[src/rtl/lad_pkg.sv]
// shared types and codes for the linear array deque
package lad_pkg;

    // operation codes carried in the input tuser
    localparam logic [1:0] KIND_INS_REAR  = 2'd0;
    localparam logic [1:0] KIND_INS_FRONT = 2'd1;
    localparam logic [1:0] KIND_DEL_FRONT = 2'd2;
    localparam logic [1:0] KIND_DEL_REAR  = 2'd3;

    // result status codes carried in the output tuser
    localparam logic [1:0] STATUS_OK    = 2'd0;
    localparam logic [1:0] STATUS_FULL  = 2'd1;
    localparam logic [1:0] STATUS_EMPTY = 2'd2;

    localparam int KIND_W   = 2;
    localparam int STATUS_W = 2;

    // commands from controller to datapath
    typedef struct packed {
        logic exec;     // execute the operation presented at the input
        logic load_rd;  // move the slot read data into the result register
    } lad_cmd_t;

    // status from datapath to controller
    typedef struct packed {
        logic rd_op;    // presented operation is a deletion that succeeds
    } lad_sts_t;

endpackage

[src/rtl/lad_datapath.sv]
// pointers, slot memory and result register of the linear array deque
module lad_datapath
    import lad_pkg::*;
#(
    parameter int DEPTH      = 4,
    parameter int DATA_WIDTH = 32
)
(
    input  logic                  clk,
    input  logic                  rst_n,
    input  logic [KIND_W-1:0]     in_kind,
    input  logic [DATA_WIDTH-1:0] in_data,
    input  lad_cmd_t              cmd,
    output lad_sts_t              sts,
    output logic [DATA_WIDTH-1:0] out_data,
    output logic [STATUS_W-1:0]   out_status
);

    localparam int PTR_W  = $clog2(DEPTH + 1);
    localparam int ADDR_W = $clog2(DEPTH);
    localparam logic [PTR_W-1:0] PTR_DEPTH = PTR_W'(DEPTH);
    localparam logic [PTR_W-1:0] PTR_ONE   = PTR_W'(1);
    localparam logic [PTR_W-1:0] PTR_ZERO  = '0;

    logic [PTR_W-1:0]      front_reg, front_next;
    logic [PTR_W-1:0]      rear_reg, rear_next;
    logic [PTR_W-1:0]      front_inc, front_dec, rear_inc, rear_dec;
    logic [DATA_WIDTH-1:0] slot_mem [DEPTH];
    logic [DATA_WIDTH-1:0] rd_data_reg;
    logic [DATA_WIDTH-1:0] out_data_reg;
    logic [STATUS_W-1:0]   out_status_reg;
    logic [ADDR_W-1:0]     wr_addr, rd_addr;
    logic                  wr_en;
    logic                  rd_op;
    logic                  empty;
    logic [STATUS_W-1:0]   op_status;

    assign front_inc = front_reg + PTR_ONE;
    assign front_dec = front_reg - PTR_ONE;
    assign rear_inc  = rear_reg + PTR_ONE;
    assign rear_dec  = rear_reg - PTR_ONE;
    assign empty     = (front_reg >= rear_reg);

    // decode the presented operation against the pointers
    always_comb
    begin
        front_next = front_reg;
        rear_next  = rear_reg;
        wr_en      = 1'b0;
        wr_addr    = rear_reg[ADDR_W-1:0];
        rd_addr    = front_reg[ADDR_W-1:0];
        rd_op      = 1'b0;
        op_status  = STATUS_OK;
        case (in_kind)
            KIND_INS_REAR:
            begin
                if (rear_reg == PTR_DEPTH)
                begin
                    op_status = STATUS_FULL;
                end
                else
                begin
                    wr_en     = 1'b1;
                    rear_next = rear_inc;
                end
            end
            KIND_INS_FRONT:
            begin
                if ((front_reg == PTR_ZERO) && (rear_reg == PTR_ZERO))
                begin
                    wr_en     = 1'b1;
                    wr_addr   = '0;
                    rear_next = PTR_ONE;
                end
                else if (front_reg != PTR_ZERO)
                begin
                    wr_en      = 1'b1;
                    wr_addr    = front_dec[ADDR_W-1:0];
                    front_next = front_dec;
                end
                else
                begin
                    op_status = STATUS_FULL;
                end
            end
            KIND_DEL_FRONT:
            begin
                if (empty)
                begin
                    op_status = STATUS_EMPTY;
                end
                else
                begin
                    rd_op = 1'b1;
                    // the deque drains: both pointers go back to slot 0
                    if (front_inc >= rear_reg)
                    begin
                        front_next = PTR_ZERO;
                        rear_next  = PTR_ZERO;
                    end
                    else
                    begin
                        front_next = front_inc;
                    end
                end
            end
            default:
            begin
                if (empty)
                begin
                    op_status = STATUS_EMPTY;
                end
                else
                begin
                    rd_op     = 1'b1;
                    rd_addr   = rear_dec[ADDR_W-1:0];
                    rear_next = rear_dec;
                end
            end
        endcase
    end

    // pointer registers
    always_ff @(posedge clk or negedge rst_n)
    begin
        if (!rst_n)
        begin
            front_reg <= '0;
            rear_reg  <= '0;
        end
        else if (cmd.exec)
        begin
            front_reg <= front_next;
            rear_reg  <= rear_next;
        end
    end

    // slot memory with registered read
    always_ff @(posedge clk)
    begin
        if (cmd.exec && wr_en)
        begin
            slot_mem[wr_addr] <= in_data;
        end
        if (cmd.exec)
        begin
            rd_data_reg <= slot_mem[rd_addr];
        end
    end

    // result register
    always_ff @(posedge clk)
    begin
        if (cmd.exec)
        begin
            out_status_reg <= op_status;
            out_data_reg   <= '0;
        end
        else if (cmd.load_rd)
        begin
            out_data_reg <= rd_data_reg;
        end
    end

    assign sts.rd_op  = rd_op;
    assign out_data   = out_data_reg;
    assign out_status = out_status_reg;

endmodule

[src/rtl/lad_controller.sv]
// handshake controller of the linear array deque
module lad_controller
    import lad_pkg::*;
(
    input  logic     clk,
    input  logic     rst_n,
    input  logic     in_valid,
    output logic     in_ready,
    output logic     out_valid,
    input  logic     out_ready,
    input  lad_sts_t sts,
    output lad_cmd_t cmd
);

    localparam logic ST_IDLE = 1'b0;
    localparam logic ST_READ = 1'b1;

    logic state_reg, state_next;
    logic out_valid_reg, out_valid_next;
    logic accept;

    // input is taken in the idle state once the result register is free or being emptied
    assign in_ready = (state_reg == ST_IDLE) && (!out_valid_reg || out_ready);
    assign accept   = in_valid && in_ready;

    // next state and commands
    always_comb
    begin
        state_next     = state_reg;
        out_valid_next = out_valid_reg && !out_ready;
        cmd.exec       = 1'b0;
        cmd.load_rd    = 1'b0;
        case (state_reg)
            ST_IDLE:
            begin
                if (accept)
                begin
                    cmd.exec = 1'b1;
                    if (sts.rd_op)
                    begin
                        state_next = ST_READ;
                    end
                    else
                    begin
                        out_valid_next = 1'b1;
                    end
                end
            end
            ST_READ:
            begin
                cmd.load_rd    = 1'b1;
                out_valid_next = 1'b1;
                state_next     = ST_IDLE;
            end
            default:
            begin
                state_next = ST_IDLE;
            end
        endcase
    end

    always_ff @(posedge clk or negedge rst_n)
    begin
        if (!rst_n)
        begin
            state_reg     <= ST_IDLE;
            out_valid_reg <= 1'b0;
        end
        else
        begin
            state_reg     <= state_next;
            out_valid_reg <= out_valid_next;
        end
    end

    assign out_valid = out_valid_reg;

endmodule

[src/rtl/linear_array_deque_unit.sv]
// top level of the linear array deque
// Double-ended queue held in a non-wrapping array of DEPTH words, one result
// transaction per input transaction. Insertions, refused insertions and
// deletions from an empty deque load the result register directly; a
// successful deletion passes the registered slot memory read port and a
// read state, and the input is held off in that state. Outside it a new
// input transaction is taken as soon as the result register is empty or its
// transaction completes in the same cycle. Slots need no clearing after reset.
module linear_array_deque_unit
    import lad_pkg::*;
#(
    parameter int DEPTH      = 4,
    parameter int DATA_WIDTH = 32
)
(
    input  logic                                  clk,
    input  logic                                  rst_n,
    input  logic                                  s_axis_tvalid,
    output logic                                  s_axis_tready,
    input  logic [((DATA_WIDTH + 7) / 8) * 8-1:0] s_axis_tdata,  // data_in
    input  logic [KIND_W-1:0]                     s_axis_tuser,  // kind
    output logic                                  m_axis_tvalid,
    input  logic                                  m_axis_tready,
    output logic [((DATA_WIDTH + 7) / 8) * 8-1:0] m_axis_tdata,  // data_out
    output logic [STATUS_W-1:0]                   m_axis_tuser   // status
);

    localparam int TDATA_W = ((DATA_WIDTH + 7) / 8) * 8;

    lad_cmd_t              cmd;
    lad_sts_t              sts;
    logic [DATA_WIDTH-1:0] out_data;

    lad_controller u_ctrl (
        .clk       (clk),
        .rst_n     (rst_n),
        .in_valid  (s_axis_tvalid),
        .in_ready  (s_axis_tready),
        .out_valid (m_axis_tvalid),
        .out_ready (m_axis_tready),
        .sts       (sts),
        .cmd       (cmd)
    );

    lad_datapath #(
        .DEPTH      (DEPTH),
        .DATA_WIDTH (DATA_WIDTH)
    ) u_dp (
        .clk        (clk),
        .rst_n      (rst_n),
        .in_kind    (s_axis_tuser),
        .in_data    (s_axis_tdata[DATA_WIDTH-1:0]),
        .cmd        (cmd),
        .sts        (sts),
        .out_data   (out_data),
        .out_status (m_axis_tuser)
    );

    // zero pad the result word up to whole bytes
    assign m_axis_tdata = TDATA_W'(out_data);

endmodule

[config.mk]
export PLATFORM = sky130hd
export DESIGN_NAME = linear_array_deque_unit
export DESIGN_NICKNAME = d
export VERILOG_FILES = /design/src/rtl/lad_pkg.sv /design/src/rtl/lad_datapath.sv /design/src/rtl/lad_controller.sv /design/src/rtl/linear_array_deque_unit.sv
export SDC_FILE = /design/constraint.sdc
export NUM_CORES = 1
export LEC_CHECK = 0
export BUFFER_PORTS_ARGS = -buffer_cell sky130_fd_sc_hd__buf_2
export CAP_MARGIN = 20
export CORE_MARGIN = 2
export CORE_UTILIZATION = 55
export DETAILED_ROUTE_END_ITERATION = 10
export MAX_ROUTING_LAYER = met4
export PLACE_DENSITY = 0.83
export RECOVER_POWER = 50
export SETUP_SLACK_MARGIN = 0.1
export SLEW_MARGIN = 20
export SYNTH_ARGS = -nofsm -noshare
export SYNTH_HDL_FRONTEND = slang
export SYNTH_SLANG_ARGS = --single-unit
[constraint.sdc]
create_clock -name clk -period 6.3 [get_ports clk]
set_clock_uncertainty 0.15 [all_clocks]
set_input_delay 1.26 -clock clk [delete_from_list [all_inputs] [get_ports clk]]
set_output_delay 1.26 -clock clk [all_outputs]
set_load 0.05 [all_outputs]
==> results by group <==
GRT
  – Pin count of the biggest net entering global routing: 99
  – Grt ovf: 0
  – Antenna violations before repair: 1
  – Vias in the first global route: 6,562
  – First-pass GRT wire length: 32,600 um
  – Total track usage: 22.9%

Run status
  – Failing checks: max-capacitance violations, max-slew violations
  – Status: finished with violations

Placed design
  – Port bufs: 73
  – Placed Cells: 1,047
  – DPL Wire Length: 11,800 um
  – Post-Place Setup Slack: 2.38 ns
  – Final Wtd Congestion: 0.812

STA
  – Relative slew slack: -13.3%
  – Final hold viol count: 0
  – Setup total negative slack: 0 ns
  – RSZ-0062 raised after global routing: no
  – Max-slew violation count: 25
  – Fin worst setup slack: 1.97 ns
  – Peak Freq: 0.231 GHz
  – Number of setup violations in the final report: 0
  – Actual slew at the worst max-slew pin: 1.69 ns
  – Period utilisation layout: 68.7%
  – Post-layout minimum cycle time: 4.33 ns

Yosys
  – Distinct cells, synth: 49
  – Async SR Flop Fraction: 3.96%
  – Yosys warning count: 0
  – Post-synth EDFFs: 162
  – Synthesized area: 9620 um^2
  – Synthesized Nets: 848
  – Mean post-synth cell area: 12.1 um^2
  – Synth Register Bits: 202
  – Ys flop type: edfxtp_1
  – Sequential area share after synthesis: 59.3%
  – Syn Inst Count: 798

Die
  – Initial Util: 56.0%
  – IO Pins: 74
  – Placement row count: 48
  – Core area: 17,200 um^2
  – Die area: 18,600 um^2
  – Die height: 136 um
  – Die Wd: 136 um

Clock network
  – Cts bufs inserted: 22
  – CTS max path bufs: 3
  – Clock Sinks: 202
  – H-tree lvl count: 1
  – Clk Latency, worst-skew pair: 0.50 ns
  – Post-CTS Setup Bufs: 0
  – CTS Root Buffer Type: clkbuf_16
  – TritonCTS clock tree: done
  – Hold buffer count at CTS: 0
  – Cts repair resizes: 0
  – Clk slew on worst S/H paths: 0.05 ns

Final layout
  – # nets final: 898
  – Layout cell share with drive strength beyond 1: 14.7%
  – Number of flip-flops in the largest register: 128
  – Finished Layout Cells: 1,089
  – Area growth syn-to-layout: 12.9%

Route
  – Post-route DRC: 0
  – Antenna-violating nets left: 0
  – Drt pass-1 iters: 5
  – Vias per inst: 6.18
  – Post-Route WL: 20,800 um
  – Via count: 6,730
  – Average routed wire per standard cell: 19.1 um
  – DRT iter0 DRCs: 569

Setup path
  – CP max-delay cell: nor2_1
  – Crit path kind: in2reg
  – CP Capture Type: flip-flop
  – Slowest Stage Delay on Critical Path: 1.26 ns
  – Setup crit start kind: input port
  – Crit-path max FO: 25
  – Worst endpoint data arrival time: 4.59 ns
  – Cell Chain, Critical Path: buf_2, nand2b_1, nor2_1, clkbuf_1, a21boi_2, o21ai_0, a22oi_1
  – Worst EP required: 6.56 ns

Flow run
  – Max Cap Violations: 1

Power
  – PwrDens: 559 nW/um^2
  – VDD IR max: 292 uV
  – Static Leak: 3.83 nW

Hold path
  – Hold WC Path Type: reg2reg
[critical path: cells and delay by family]
family                 cells  cell delay (ns)
AND/OR/NAND/NOR            2             1.34
buffers and inverters      2             1.24
AO/OA/AOI/OAI              3             0.73
[worst paths after layout]
path,startpoint,to,slack [ns],depth (start not counted)
min in group asynchronous,rst_n,u_ctrl.out_valid$_DFF_PN0_,0.56,1
setup / recovery,s_axis_tvalid,u_dp.front_reg[2]$_DFFE_PN0P_,1.97,7
hold reg to reg,u_dp.out_data[16]$_SDFFE_PP0P_,u_dp.out_data[16]$_SDFFE_PP0P_,0.33,2
hold / removal,u_dp.out_data[16]$_SDFFE_PP0P_,u_dp.out_data[16]$_SDFFE_PP0P_,0.33,2
setup reg to reg,u_ctrl.state_reg$_DFF_PN0_,u_dp.front_reg[2]$_DFFE_PN0P_,2.33,6
max in group asynchronous,rst_n,u_dp.rear_reg[0]$_DFFE_PN0P_,5.07,1
[Yosys cell counts, types with 2 or more instances]
cell type / instances / area share, %
a211oi_1: 3 / 0.23
a21boi_0: 30 / 2.3
a21o_1: 33 / 2.6
a21oi_1: 99 / 5.2
a2bb2oi_1: 2 / 0.18
a31oi_1: 5 / 0.33
and3_1: 2 / 0.13
buf_1: 3 / 0.12
buf_2: 20 / 1.0
clkbuf_1: 36 / 1.4
dfrtp_1: 8 / 2.1
dfxtp_1: 32 / 6.7
edfxtp_1: 162 / 51
ha_1: 12 / 1.6
inv_1: 6 / 0.23
mux2i_1: 34 / 3.5
nand2_1: 69 / 2.7
nand2b_1: 4 / 0.26
nand3_1: 3 / 0.16
nor2_1: 39 / 1.5
nor2b_1: 5 / 0.33
nor3_1: 32 / 1.7
nor3b_1: 33 / 2.6
nor4_1: 2 / 0.13
nor4_2: 30 / 3.9
o211ai_1: 4 / 0.31
o21a_1: 2 / 0.16
o21ai_0: 7 / 0.36
o311a_1: 31 / 3.2
or3b_1: 31 / 2.8
[where the power goes]
group          leakage, nW  total, mW  internal (mW)  switching, mW
registers             1.83       1.94           1.80          0.141
logic                 1.64       2.86           1.06           1.80
clock network        0.353       1.27          0.770          0.495
total                 3.83       6.07           3.63           2.44
[layout make-up]
type                            instances  area [um^2]
Inverter                                8         30.0
Clock inverter                          9         95.1
Multi-Input combinational cell        528         3670
Sequential cell                       202         5710
Timing Repair Buffer                   86          447
Antenna cell                            1         2.50
Clock buffer                           30          622
Tap cell                              225          282
Fill cell                            1354         6320
[per-layer routing]
layer	global-route usage (%)	vias up	routed length, um
li1	-	3150	-
met1	27.2	3267	8120
met2	40.2	268	10700
met3	3.62	45	1440
met4	7.23	0	540
met5	-	-	0
[cells in the final DEF (no fill, tap or decap), types with 5 or more instances in the layout]
master       n
buf_2       40
ha_1        11
a21o_1      33
nand2_1     69
a31oi_1      5
nor4_2      30
clkbuf_16   23
inv_1        6
dfxtp_1     32
dfrtp_1      6
buf_4        9
a21boi_0    30
nor2b_1      6
clkbuf_1    40
o21ai_0      7
nor3_1      32
nor2_1      37
o311a_1     31
edfxtp_1   162
a21oi_1     99
mux2i_1     33
or3b_1      31
nor3b_1     32
[through the flow]
step	utilization [%]	hold slack, ns	power (mW)	cell area (um^2)
after floorplan	-	0.306	4.19	9620
after global placement	59.1	0.313	4.70	10100
after detailed placement	59.1	0.326	4.80	10100
after CTS	63.3	0.339	6.08	10900
after global routing	63.2	0.361	6.42	10900
final	63.2	0.333	6.07	10900
[logic make-up (layout without fill, tap and decap cells)]
logic type	count (synthesis)	in the layout	synth area share, %
other	0	1	0
buffers and inverters	68	133	2.95
flip-flops	202	202	59.3
AO/OA/AOI/OAI	224	224	15.8
AND/OR/NAND/NOR	257	257	16.8
multiplexers	34	34	3.54
adder cells (fa/ha/maj)	12	12	1.56
XOR/XNOR	1	1	0.0911
Note: power is estimated with default switching activity, not from simulation.
